**src/rtl/rcps_pkg.sv**
```systemverilog
// Shared types and constants for the raycast column pixel shader.
package rcps_pkg;

    // Saturation limits for the screen and texture height registers
    localparam int unsigned MAX_SCREEN  = 2048;
    localparam int unsigned MAX_TEXTURE = 1024;

    // Field widths
    localparam int unsigned COL_W    = 11;
    localparam int unsigned ROW_W    = 11;
    localparam int unsigned END_W    = 12;
    localparam int unsigned LH_W     = 16;
    localparam int unsigned TEX_W    = 10;
    localparam int unsigned PITCH_W  = 15;
    localparam int unsigned BPP_W    = 4;
    localparam int unsigned SCR_W    = 12;
    localparam int unsigned TEXH_W   = 11;
    localparam int unsigned COLOR_W  = 24;
    localparam int unsigned ADDR_W   = 25;
    localparam int unsigned FULL_W   = 27;   // unclipped address and bound
    localparam int unsigned ROWP_W   = ROW_W + PITCH_W;
    localparam int unsigned COLP_W   = COL_W + BPP_W;
    localparam int unsigned N0_W     = 17;   // signed row offset
    localparam int unsigned NPROD_W  = 29;   // signed offset * texture height
    localparam int unsigned MAG_W    = 26;   // magnitude of the dividend
    localparam int unsigned DIV_STEPS = MAG_W;

    // Stream widths
    localparam int unsigned S_DATA_W = 72;
    localparam int unsigned M_DATA_W = 72;
    localparam int unsigned M_USER_W = 2;
    localparam int unsigned CFG_IDX_W  = 3;
    localparam int unsigned CFG_DATA_W = 24;

    typedef enum logic [1:0] {
        REGION_CEILING = 2'd0,
        REGION_WALL    = 2'd1,
        REGION_FLOOR   = 2'd2
    } region_t;

    typedef enum logic [CFG_IDX_W-1:0] {
        CFG_ROW_PITCH     = 3'd0,
        CFG_BYTES_PER_PIX = 3'd1,
        CFG_SCREEN_HEIGHT = 3'd2,
        CFG_TEX_HEIGHT    = 3'd3,
        CFG_CEILING_COLOR = 3'd4,
        CFG_FLOOR_COLOR   = 3'd5
    } cfg_index_t;

endpackage

```
**src/rtl/raycast_column_pixel_shader.sv**
```systemverilog
// Top level: pipelined raycaster column pixel classifier with texture row divider.
//
// Usage:
//   s_* is the input pixel stream (one beat per screen pixel), m_* the result
//   stream (one beat per input beat, same order). The cfg_* write channel sets
//   pitch, pixel size, screen and texture height and the two fill colors; it
//   is always ready and must only be written while no beat is in flight.
// Stages: classify and products, address sum and texture multiply, sign
//   split and bound compare, 26 restoring-divider steps (one quotient bit
//   each), sign fix-up into the output register.
// Throughput: one beat per cycle while the skid is empty, set by the
//   one-bit-per-stage divider chain.
// Stall: a one-beat skid buffer sits behind the output register; s_tready is
//   low only while the skid holds a beat, and then every stage holds, so
//   nothing is lost or repeated.
// Reset: aresetn (synchronous, active low) empties the pipeline and loads the
//   register defaults (pitch 4096, 4 bytes/pixel, 720 rows, 64 texture rows,
//   black fill colors).
module raycast_column_pixel_shader
    import rcps_pkg::*;
(
    input  logic                   aclk,
    input  logic                   aresetn,

    input  logic                   s_tvalid,
    output logic                   s_tready,
    // column[10:0], row[21:11], span_start[32:22], span_end[44:33],
    // wall_height[60:45], texture_column[70:61], zero pad[71]
    input  logic [S_DATA_W-1:0]    s_tdata,

    output logic                   m_tvalid,
    input  logic                   m_tready,
    // byte_address[24:0], write_ok[25], fill_color[49:26], texel_x[59:50],
    // texel_y[69:60], zero pad[71:70]
    output logic [M_DATA_W-1:0]    m_tdata,
    // region[1:0]
    output logic [M_USER_W-1:0]    m_tuser,

    input  logic                   cfg_valid,
    output logic                   cfg_ready,
    input  logic [CFG_IDX_W-1:0]   cfg_index,
    input  logic [CFG_DATA_W-1:0]  cfg_data
);

    // ------------------------------------------------------------------
    // Stage types
    // ------------------------------------------------------------------
    typedef struct packed {
        logic                     valid;
        region_t                  region;
        logic                     ok_fill;     // row < screen height
        logic [ROWP_W-1:0]        row_prod;
        logic [COLP_W-1:0]        col_prod;
        logic signed [N0_W-1:0]   n0;
        logic [LH_W-1:0]          divisor;
        logic                     zflag;       // zero wall or texture height
        logic [TEX_W-1:0]         tex_col;
    } s1_stage_t;

    typedef struct packed {
        logic                       valid;
        region_t                    region;
        logic                       ok_fill;
        logic [FULL_W-1:0]          addr;
        logic signed [NPROD_W-1:0]  nprod;
        logic [LH_W-1:0]            divisor;
        logic                       zflag;
        logic [TEX_W-1:0]           tex_col;
    } s2_stage_t;

    typedef struct packed {
        logic               valid;
        region_t            region;
        logic               ok;
        logic [ADDR_W-1:0]  addr;
        logic               neg;
        logic               zflag;
        logic [TEX_W-1:0]   tex_col;
        logic [LH_W-1:0]    divisor;
        logic [LH_W-1:0]    rem;
        logic [MAG_W-1:0]   dq;          // dividend bits out, quotient bits in
    } div_stage_t;

    typedef struct packed {
        region_t            region;
        logic [ADDR_W-1:0]  addr;
        logic               ok;
        logic [COLOR_W-1:0] fill;
        logic [TEX_W-1:0]   texel_x;
        logic [TEX_W-1:0]   texel_y;
    } out_beat_t;

    // ------------------------------------------------------------------
    // Configuration registers
    // ------------------------------------------------------------------
    logic [PITCH_W-1:0] pitch_reg;
    logic [BPP_W-1:0]   bpp_reg;
    logic [SCR_W-1:0]   scr_h_reg;
    logic [TEXH_W-1:0]  tex_h_reg;
    logic [COLOR_W-1:0] ceil_color_reg;
    logic [COLOR_W-1:0] floor_color_reg;
    logic [FULL_W-1:0]  bound_reg;       // pitch * screen height

    logic [SCR_W-1:0]   scr_h_sat;
    logic [TEXH_W-1:0]  tex_h_sat;

    assign cfg_ready = 1'b1;

    always_comb begin
        scr_h_sat = (cfg_data[SCR_W-1:0] > SCR_W'(MAX_SCREEN))
                    ? SCR_W'(MAX_SCREEN) : cfg_data[SCR_W-1:0];
        tex_h_sat = (cfg_data[TEXH_W-1:0] > TEXH_W'(MAX_TEXTURE))
                    ? TEXH_W'(MAX_TEXTURE) : cfg_data[TEXH_W-1:0];
    end

    always_ff @(posedge aclk) begin
        if (!aresetn) begin
            pitch_reg       <= PITCH_W'(4096);
            bpp_reg         <= BPP_W'(4);
            scr_h_reg       <= SCR_W'(720);
            tex_h_reg       <= TEXH_W'(64);
            ceil_color_reg  <= '0;
            floor_color_reg <= '0;
        end else if (cfg_valid && cfg_ready) begin
            unique case (cfg_index)
                CFG_ROW_PITCH:     pitch_reg       <= cfg_data[PITCH_W-1:0];
                CFG_BYTES_PER_PIX: bpp_reg         <= cfg_data[BPP_W-1:0];
                CFG_SCREEN_HEIGHT: scr_h_reg       <= scr_h_sat;
                CFG_TEX_HEIGHT:    tex_h_reg       <= tex_h_sat;
                CFG_CEILING_COLOR: ceil_color_reg  <= cfg_data[COLOR_W-1:0];
                CFG_FLOOR_COLOR:   floor_color_reg <= cfg_data[COLOR_W-1:0];
                default: ;
            endcase
        end
    end

    // Bound follows the registers in the next cycle; config is quiet by then.
    always_ff @(posedge aclk) begin
        bound_reg <= FULL_W'(pitch_reg * scr_h_reg);
    end

    // ------------------------------------------------------------------
    // Pipeline control: every stage moves while the skid is empty
    // ------------------------------------------------------------------
    logic      en;
    logic      skid_valid_reg;
    logic      m_valid_reg;
    out_beat_t out_reg;
    out_beat_t skid_reg;

    assign en       = !skid_valid_reg;
    assign s_tready = en;

    // ------------------------------------------------------------------
    // Stage 1: unpack, classify, products, row offset
    // ------------------------------------------------------------------
    s1_stage_t s1_next, s1_reg;

    logic [COL_W-1:0] in_col;
    logic [ROW_W-1:0] in_row;
    logic [ROW_W-1:0] in_start;
    logic [END_W-1:0] in_end;
    logic [LH_W-1:0]  in_lh;
    logic [TEX_W-1:0] in_tex;

    always_comb begin
        in_col   = s_tdata[10:0];
        in_row   = s_tdata[21:11];
        in_start = s_tdata[32:22];
        in_end   = s_tdata[44:33];
        in_lh    = s_tdata[60:45];
        in_tex   = s_tdata[70:61];

        s1_next.valid = s_tvalid;
        if (in_row < in_start)
            s1_next.region = REGION_CEILING;
        else if ({1'b0, in_row} < in_end)
            s1_next.region = REGION_WALL;
        else
            s1_next.region = REGION_FLOOR;
        s1_next.ok_fill  = {1'b0, in_row} < scr_h_reg;
        s1_next.row_prod = ROWP_W'(in_row * pitch_reg);
        s1_next.col_prod = COLP_W'(in_col * bpp_reg);
        // row - H/2 + lh/2, truncating halves
        s1_next.n0 = $signed({6'b0, in_row}) - $signed({6'b0, scr_h_reg[SCR_W-1:1]})
                   + $signed({2'b0, in_lh[LH_W-1:1]});
        s1_next.divisor = in_lh;
        s1_next.zflag   = (in_lh == '0) || (tex_h_reg == '0);
        s1_next.tex_col = in_tex;
    end

    // ------------------------------------------------------------------
    // Stage 2: full address sum, offset times texture height
    // ------------------------------------------------------------------
    s2_stage_t s2_next, s2_reg;

    always_comb begin
        s2_next.valid   = s1_reg.valid;
        s2_next.region  = s1_reg.region;
        s2_next.ok_fill = s1_reg.ok_fill;
        s2_next.addr    = FULL_W'(s1_reg.row_prod) + FULL_W'(s1_reg.col_prod);
        s2_next.nprod   = NPROD_W'(s1_reg.n0) * $signed({{(NPROD_W-TEXH_W){1'b0}}, tex_h_reg});
        s2_next.divisor = s1_reg.divisor;
        s2_next.zflag   = s1_reg.zflag;
        s2_next.tex_col = s1_reg.tex_col;
    end

    // ------------------------------------------------------------------
    // Stage 3: sign split and wall bound check, divider setup
    // ------------------------------------------------------------------
    div_stage_t div0_next;
    div_stage_t div_reg [0:DIV_STEPS];
    logic [NPROD_W-1:0] nprod_abs;

    always_comb begin
        nprod_abs = s2_reg.nprod[NPROD_W-1] ? NPROD_W'(-s2_reg.nprod)
                                             : NPROD_W'(s2_reg.nprod);
        div0_next.valid   = s2_reg.valid;
        div0_next.region  = s2_reg.region;
        div0_next.ok      = (s2_reg.region == REGION_WALL) ? (s2_reg.addr < bound_reg)
                                                           : s2_reg.ok_fill;
        div0_next.addr    = s2_reg.addr[ADDR_W-1:0];
        div0_next.neg     = s2_reg.nprod[NPROD_W-1];
        div0_next.zflag   = s2_reg.zflag;
        div0_next.tex_col = s2_reg.tex_col;
        div0_next.divisor = s2_reg.divisor;
        div0_next.rem     = '0;
        div0_next.dq      = nprod_abs[MAG_W-1:0];
    end

    // One restoring step: brings in the next dividend bit, emits one quotient bit.
    function automatic div_stage_t div_step(input div_stage_t st);
        div_stage_t        nx;
        logic [LH_W:0]     trial;
        logic [LH_W+1:0]   diff;
        nx    = st;
        trial = {st.rem, st.dq[MAG_W-1]};
        diff  = {1'b0, trial} - {2'b0, st.divisor};
        if (!diff[LH_W+1]) begin
            nx.rem = diff[LH_W-1:0];
            nx.dq  = {st.dq[MAG_W-2:0], 1'b1};
        end else begin
            nx.rem = trial[LH_W-1:0];
            nx.dq  = {st.dq[MAG_W-2:0], 1'b0};
        end
        return nx;
    endfunction

    always_ff @(posedge aclk) begin
        if (!aresetn) begin
            s1_reg.valid <= 1'b0;
            s2_reg.valid <= 1'b0;
            for (int k = 0; k <= DIV_STEPS; k++) begin
                div_reg[k].valid <= 1'b0;
            end
        end else if (en) begin
            s1_reg     <= s1_next;
            s2_reg     <= s2_next;
            div_reg[0] <= div0_next;
            for (int k = 0; k < DIV_STEPS; k++) begin
                div_reg[k+1] <= div_step(div_reg[k]);
            end
        end
    end

    // ------------------------------------------------------------------
    // Fix-up: floor quotient for negative dividends, mask, fill select
    // ------------------------------------------------------------------
    div_stage_t        tail;
    out_beat_t         fin;
    logic [MAG_W-1:0]  q_floor;
    logic [TEXH_W-1:0] tex_mask;
    logic              push;

    always_comb begin
        tail = div_reg[DIV_STEPS];
        if (!tail.neg)
            q_floor = tail.dq;
        else if (tail.rem != '0)
            q_floor = ~tail.dq;            // -q - 1
        else
            q_floor = MAG_W'(-tail.dq);
        tex_mask = tex_h_reg - TEXH_W'(1);

        fin.region = tail.region;
        fin.addr   = tail.addr;
        fin.ok     = tail.ok;
        case (tail.region)
            REGION_CEILING: fin.fill = ceil_color_reg;
            REGION_FLOOR:   fin.fill = floor_color_reg;
            default:        fin.fill = '0;
        endcase
        if (tail.region == REGION_WALL) begin
            fin.texel_x = tail.tex_col;
            fin.texel_y = tail.zflag ? '0 : (q_floor[TEX_W-1:0] & tex_mask[TEX_W-1:0]);
        end else begin
            fin.texel_x = '0;
            fin.texel_y = '0;
        end
        push = tail.valid && en;
    end

    // ------------------------------------------------------------------
    // Output register with one-beat skid
    // ------------------------------------------------------------------
    always_ff @(posedge aclk) begin
        if (!aresetn) begin
            m_valid_reg    <= 1'b0;
            skid_valid_reg <= 1'b0;
        end else if (skid_valid_reg) begin
            if (m_tready) begin
                out_reg        <= skid_reg;
                skid_valid_reg <= 1'b0;
            end
        end else if (push) begin
            if (!m_valid_reg || m_tready) begin
                out_reg     <= fin;
                m_valid_reg <= 1'b1;
            end else begin
                skid_reg       <= fin;
                skid_valid_reg <= 1'b1;
            end
        end else if (m_tready) begin
            m_valid_reg <= 1'b0;
        end
    end

    assign m_tvalid = m_valid_reg;
    assign m_tuser  = out_reg.region;
    assign m_tdata  = {2'b0, out_reg.texel_y, out_reg.texel_x, out_reg.fill,
                       out_reg.ok, out_reg.addr};

`ifndef NO_ASSERTIONS
    // A parked beat means the output register is holding one too.
    a_skid_implies_out: assert property (@(posedge aclk) disable iff (!aresetn)
        skid_valid_reg |-> m_valid_reg)
        else $error("skid holds a beat while output is empty");

    // The skid only fills when the output was blocked.
    a_skid_fill_cause: assert property (@(posedge aclk) disable iff (!aresetn)
        $rose(skid_valid_reg) |-> $past(m_valid_reg && !m_tready))
        else $error("skid filled without a stalled output");

    // Non-wall results carry no texture coordinates.
    a_nonwall_texel_zero: assert property (@(posedge aclk) disable iff (!aresetn)
        (m_valid_reg && out_reg.region != REGION_WALL)
            |-> (out_reg.texel_x == '0 && out_reg.texel_y == '0))
        else $error("texel fields set on a ceiling or floor beat");

    // Wall results carry no fill color.
    a_wall_fill_zero: assert property (@(posedge aclk) disable iff (!aresetn)
        (m_valid_reg && out_reg.region == REGION_WALL) |-> (out_reg.fill == '0))
        else $error("fill color set on a wall beat");
`endif

endmodule

```
**config.mk**
```make
export PLATFORM = sky130hd
export DESIGN_NAME = raycast_column_pixel_shader
export DESIGN_NICKNAME = d
export VERILOG_FILES = /design/src/rtl/rcps_pkg.sv /design/src/rtl/raycast_column_pixel_shader.sv
export SDC_FILE = /design/constraint.sdc
export NUM_CORES = 2
export LEC_CHECK = 0
export ABC_AREA = 1
export BUFFER_PORTS_ARGS = -buffer_cell sky130_fd_sc_hd__clkbuf_2
export CAP_MARGIN = 40
export CORE_MARGIN = 1.5
export CORE_UTILIZATION = 55
export CTS_CLUSTER_SIZE = 16
export DETAILED_ROUTE_END_ITERATION = 16
export GPL_ROUTABILITY_DRIVEN = 0
export PLACE_DENSITY = 0.71
export SLEW_MARGIN = 20
export SYNTH_ARGS = -nofsm -noshare
export SYNTH_HDL_FRONTEND = slang
export SYNTH_SLANG_ARGS = --single-unit
```
**constraint.sdc**
```tcl
create_clock -name aclk -period 114.1 [get_ports aclk]
set_input_delay 5.705 -clock aclk [delete_from_list [all_inputs] [get_ports aclk]]
set_output_delay 5.705 -clock aclk [all_outputs]
set_load 0.05 [all_outputs]
```
==> metrics.md <==
| Metric | Value |
|---|---|
| Setup TNS | 0 ns |
| Clock root cell | clkbuf_16 |
| Fmax | 99.2 MHz |
| CTS tree | yes |
| P_int | 2160 µW |
| Post-Route WL | 261,000 µm |
| Most frequent cells in the layout | edfxtp_1 (2,644), nand2_1 (2,296), inv_1 (1,663) |
| Die extent in x | 500 µm |
| GRT Resource Usage Total | 20.9% |
| Post-DP Area | 141,000 µm² |
| Ports | 181 |
| IO buf count | 176 |
| YS warnings | 0 |
| Ys async rst share | 0% |
| DRT iter0 DRCs | 7,062 |
| R2r setup slk | 108.71 ns |
| Die Height | 500 µm |
| Clock latency on the worst-skew pair | 0.93 ns |
| Worst Setup Start Kind | primary input |
| Crit. End Element | flop |
| Worst clock skew | 0.0951 ns |
| Clock Power Share | 28.1% |
| Cts hold-fix bufs | 0 |
| WL per Instance | 17.0 µm |
| # nets final | 13,200 |
| Clock Sinks | 2,782 |
| DR vias/cell | 5.42 |
| DRC | 0 |
| Largest register FFs | 2,345 |
| Worst EP required | 114.64 ns |
| Post-CTS sizing | 0 |
| Relative slew slack | 18.6% |
| Outcome | complete, no violations |
| First-pass GRT wire length | 425,000 µm |
| Post-synth EDFFs | 2,644 |
| Net Sw Frac | 32.6% |
| ANT nets after route | 0 |
| Yosys reg bits | 2,782 |
| Synth cell types | 57 |
| Vias in the first global route | 84,700 |
| Seq/Total Area, Yosys | 60.5% |
| Setup repair after global routing missed its margin | no |
| Hold Crit Class | reg2reg |
| Average cell area after synthesis | 11.7 µm² |
| Area of the core | 246,000 µm² |
| CTS max path bufs | 4 |
| Comb power frac | 28.8% |
| CTS Buf Count | 299 |
| Largest net degree at the start of global routing | 213 |
| Final setup viols | 0 |
| MaxCap Viol Count | 0 |
| DP HPWL | 185,000 µm |
| Worst-margin pin slew | 1.22 ns |
| P_sw | 1050 µW |
| Drt pass-1 iters | 7 |
| Site Rows | 182 |
| Initial antenna violation count | 11 |
| Commonest non-fill, non-tap cell in the layout | edfxtp_1 |
| Cells after Synth | 11,600 |
| Final hold violations | 0 |
| Tcrit/Tclk final | 8.83% |
| Power density cells | 21.4 nW/µm² |
| Reg clk slew, reported paths | 0.06 ns |
| Predominant post-synthesis flop cell | edfxtp_1 |
| Worst Path Max Fanout | 64 |
| H-tree depth | 5 |
| Starting Density | 55.3% |
| Flop pwr share | 43.2% |
| Critical Path AT | 10.62 ns |
| Vias | 83,300 |
| Cell area after synthesis | 136,000 µm² |
| Design area | 150,000 µm² |
| VDD IR max | 13.8 µV |
| Fin. max-slew vios | 0 |
| Layout area overhead | 10.4% |
| Die area | 250,000 µm² |
| Min Tclk post-route | 10.08 ns |
| Share of cells above drive strength 1 | 8.08% |
| WS Path Type | in2reg |
| Leakage power | 0.0648 µW |
| Postcts setup bufs | 0 |
| Grt ovf | 0 |
==> cell families after synthesis <==
family | synth area share, %
other | 0.00553
AOI/OAI and AO/OA | 5.41
xor gates and xnor gates | 2.68
and+or+nand+nor | 12.5
buffers and inverters | 5.55
DFF | 60.5
adders and majority gates | 13.4
==> power by group through the flow <==
stage	Clock [µW]	Sequential (µW)	Combinational [µW]
finish	901	1390	923
floorplan	0	1460	729
CTS	925	1390	909
global placement	0	1400	867
global route	962	1400	1040
detailed placement	0	1410	902
==> final timing paths <==
kind                                           startpoint                        end  depth (start not counted)
worst max-delay path                              aresetn  div_reg[1][488]$_DFFE_PP_                         10
worst min-delay path            div_reg[0][273]$_DFFE_PP_  div_reg[0][372]$_DFFE_PP_                          0
worst max register to register  pitch_reg[5]$_SDFFE_PN0P_       s1_reg[80]$_DFFE_PP_                         19
worst min register to register  div_reg[0][273]$_DFFE_PP_  div_reg[0][372]$_DFFE_PP_                          0
==> per-stage QoR <==
| step | hold WS (ns) | util [%] | setup slack [ns] | cells | total power [µW] |
|---|---|---|---|---|---|
| 5_1_grt | 0.358 | 61.1 | 103.64 | 15400 | 3400 |
| 2_1_floorplan | 0.400 | - | 25.06 | 11600 | 2190 |
| 3_5_place_dp | 0.405 | 57.2 | 102.96 | 14800 | 2310 |
| 6_report | 0.363 | 61.1 | 104.02 | 15400 | 3210 |
| 3_3_place_gp | 0.400 | 57.1 | 102.30 | 14800 | 2270 |
| 4_1_cts | 0.351 | 60.9 | 103.92 | 15300 | 3220 |
==> synth_stat cells, drive strengths merged (3+ instances only) <==
cell    count  area, µm²
a31oi      32        200
a21o       37        278
ha        715       8950
o21bai     35        263
nor2      631       2390
buf        70        623
dfxtp     138       2760
nor3       44        225
or2        10       62.6
inv      1667       6260
nand3     616       3210
a211oi      3       22.5
a21oi     678       3450
o31ai      29        218
a21boi      8       71.3
and3        3       18.8
nand4      53        332
nand3b     55        413
o22ai      19        119
o21ai     487       2550
nand2    2494      10200
edfxtp   2644      79400
clkbuf    177        664
xnor2     124       1090
o211ai     12       90.1
xor2      292       2560
nor4       20        125
fa        462       9250
o21a        3       22.5
==> per-layer routing <==
layer	global-route usage, %	wire length (µm)	vias up
met5	0	0	-
met4	8.58	9900	0
met3	3.23	15800	728
met2	35.4	128000	2980
met1	26.8	107000	39900
li1	-	-	39700
==> critical path, cell delays in order <==
cell and delay, ns:
buf_4 0.48, inv_1 0.35, nor2_4 0.65, buf_4 0.74
buf_4 0.40, buf_16 0.33, buf_4 0.40, buf_12 0.30
buf_4 0.43, buf_4 0.70
==> cell type report <==
type / instances / area [µm²]
well taps: 3220 / 4030
clock inverters: 151 / 1230
diodes: 5 / 12.5
fillers: 18400 / 95700
multi-input cells: 6883 / 46200
clock buffers: 370 / 7860
flip-flops and latches: 2782 / 82200
repair buffers: 288 / 2240
inverters: 1668 / 6260
Note: power is estimated with default switching activity, not from simulation.
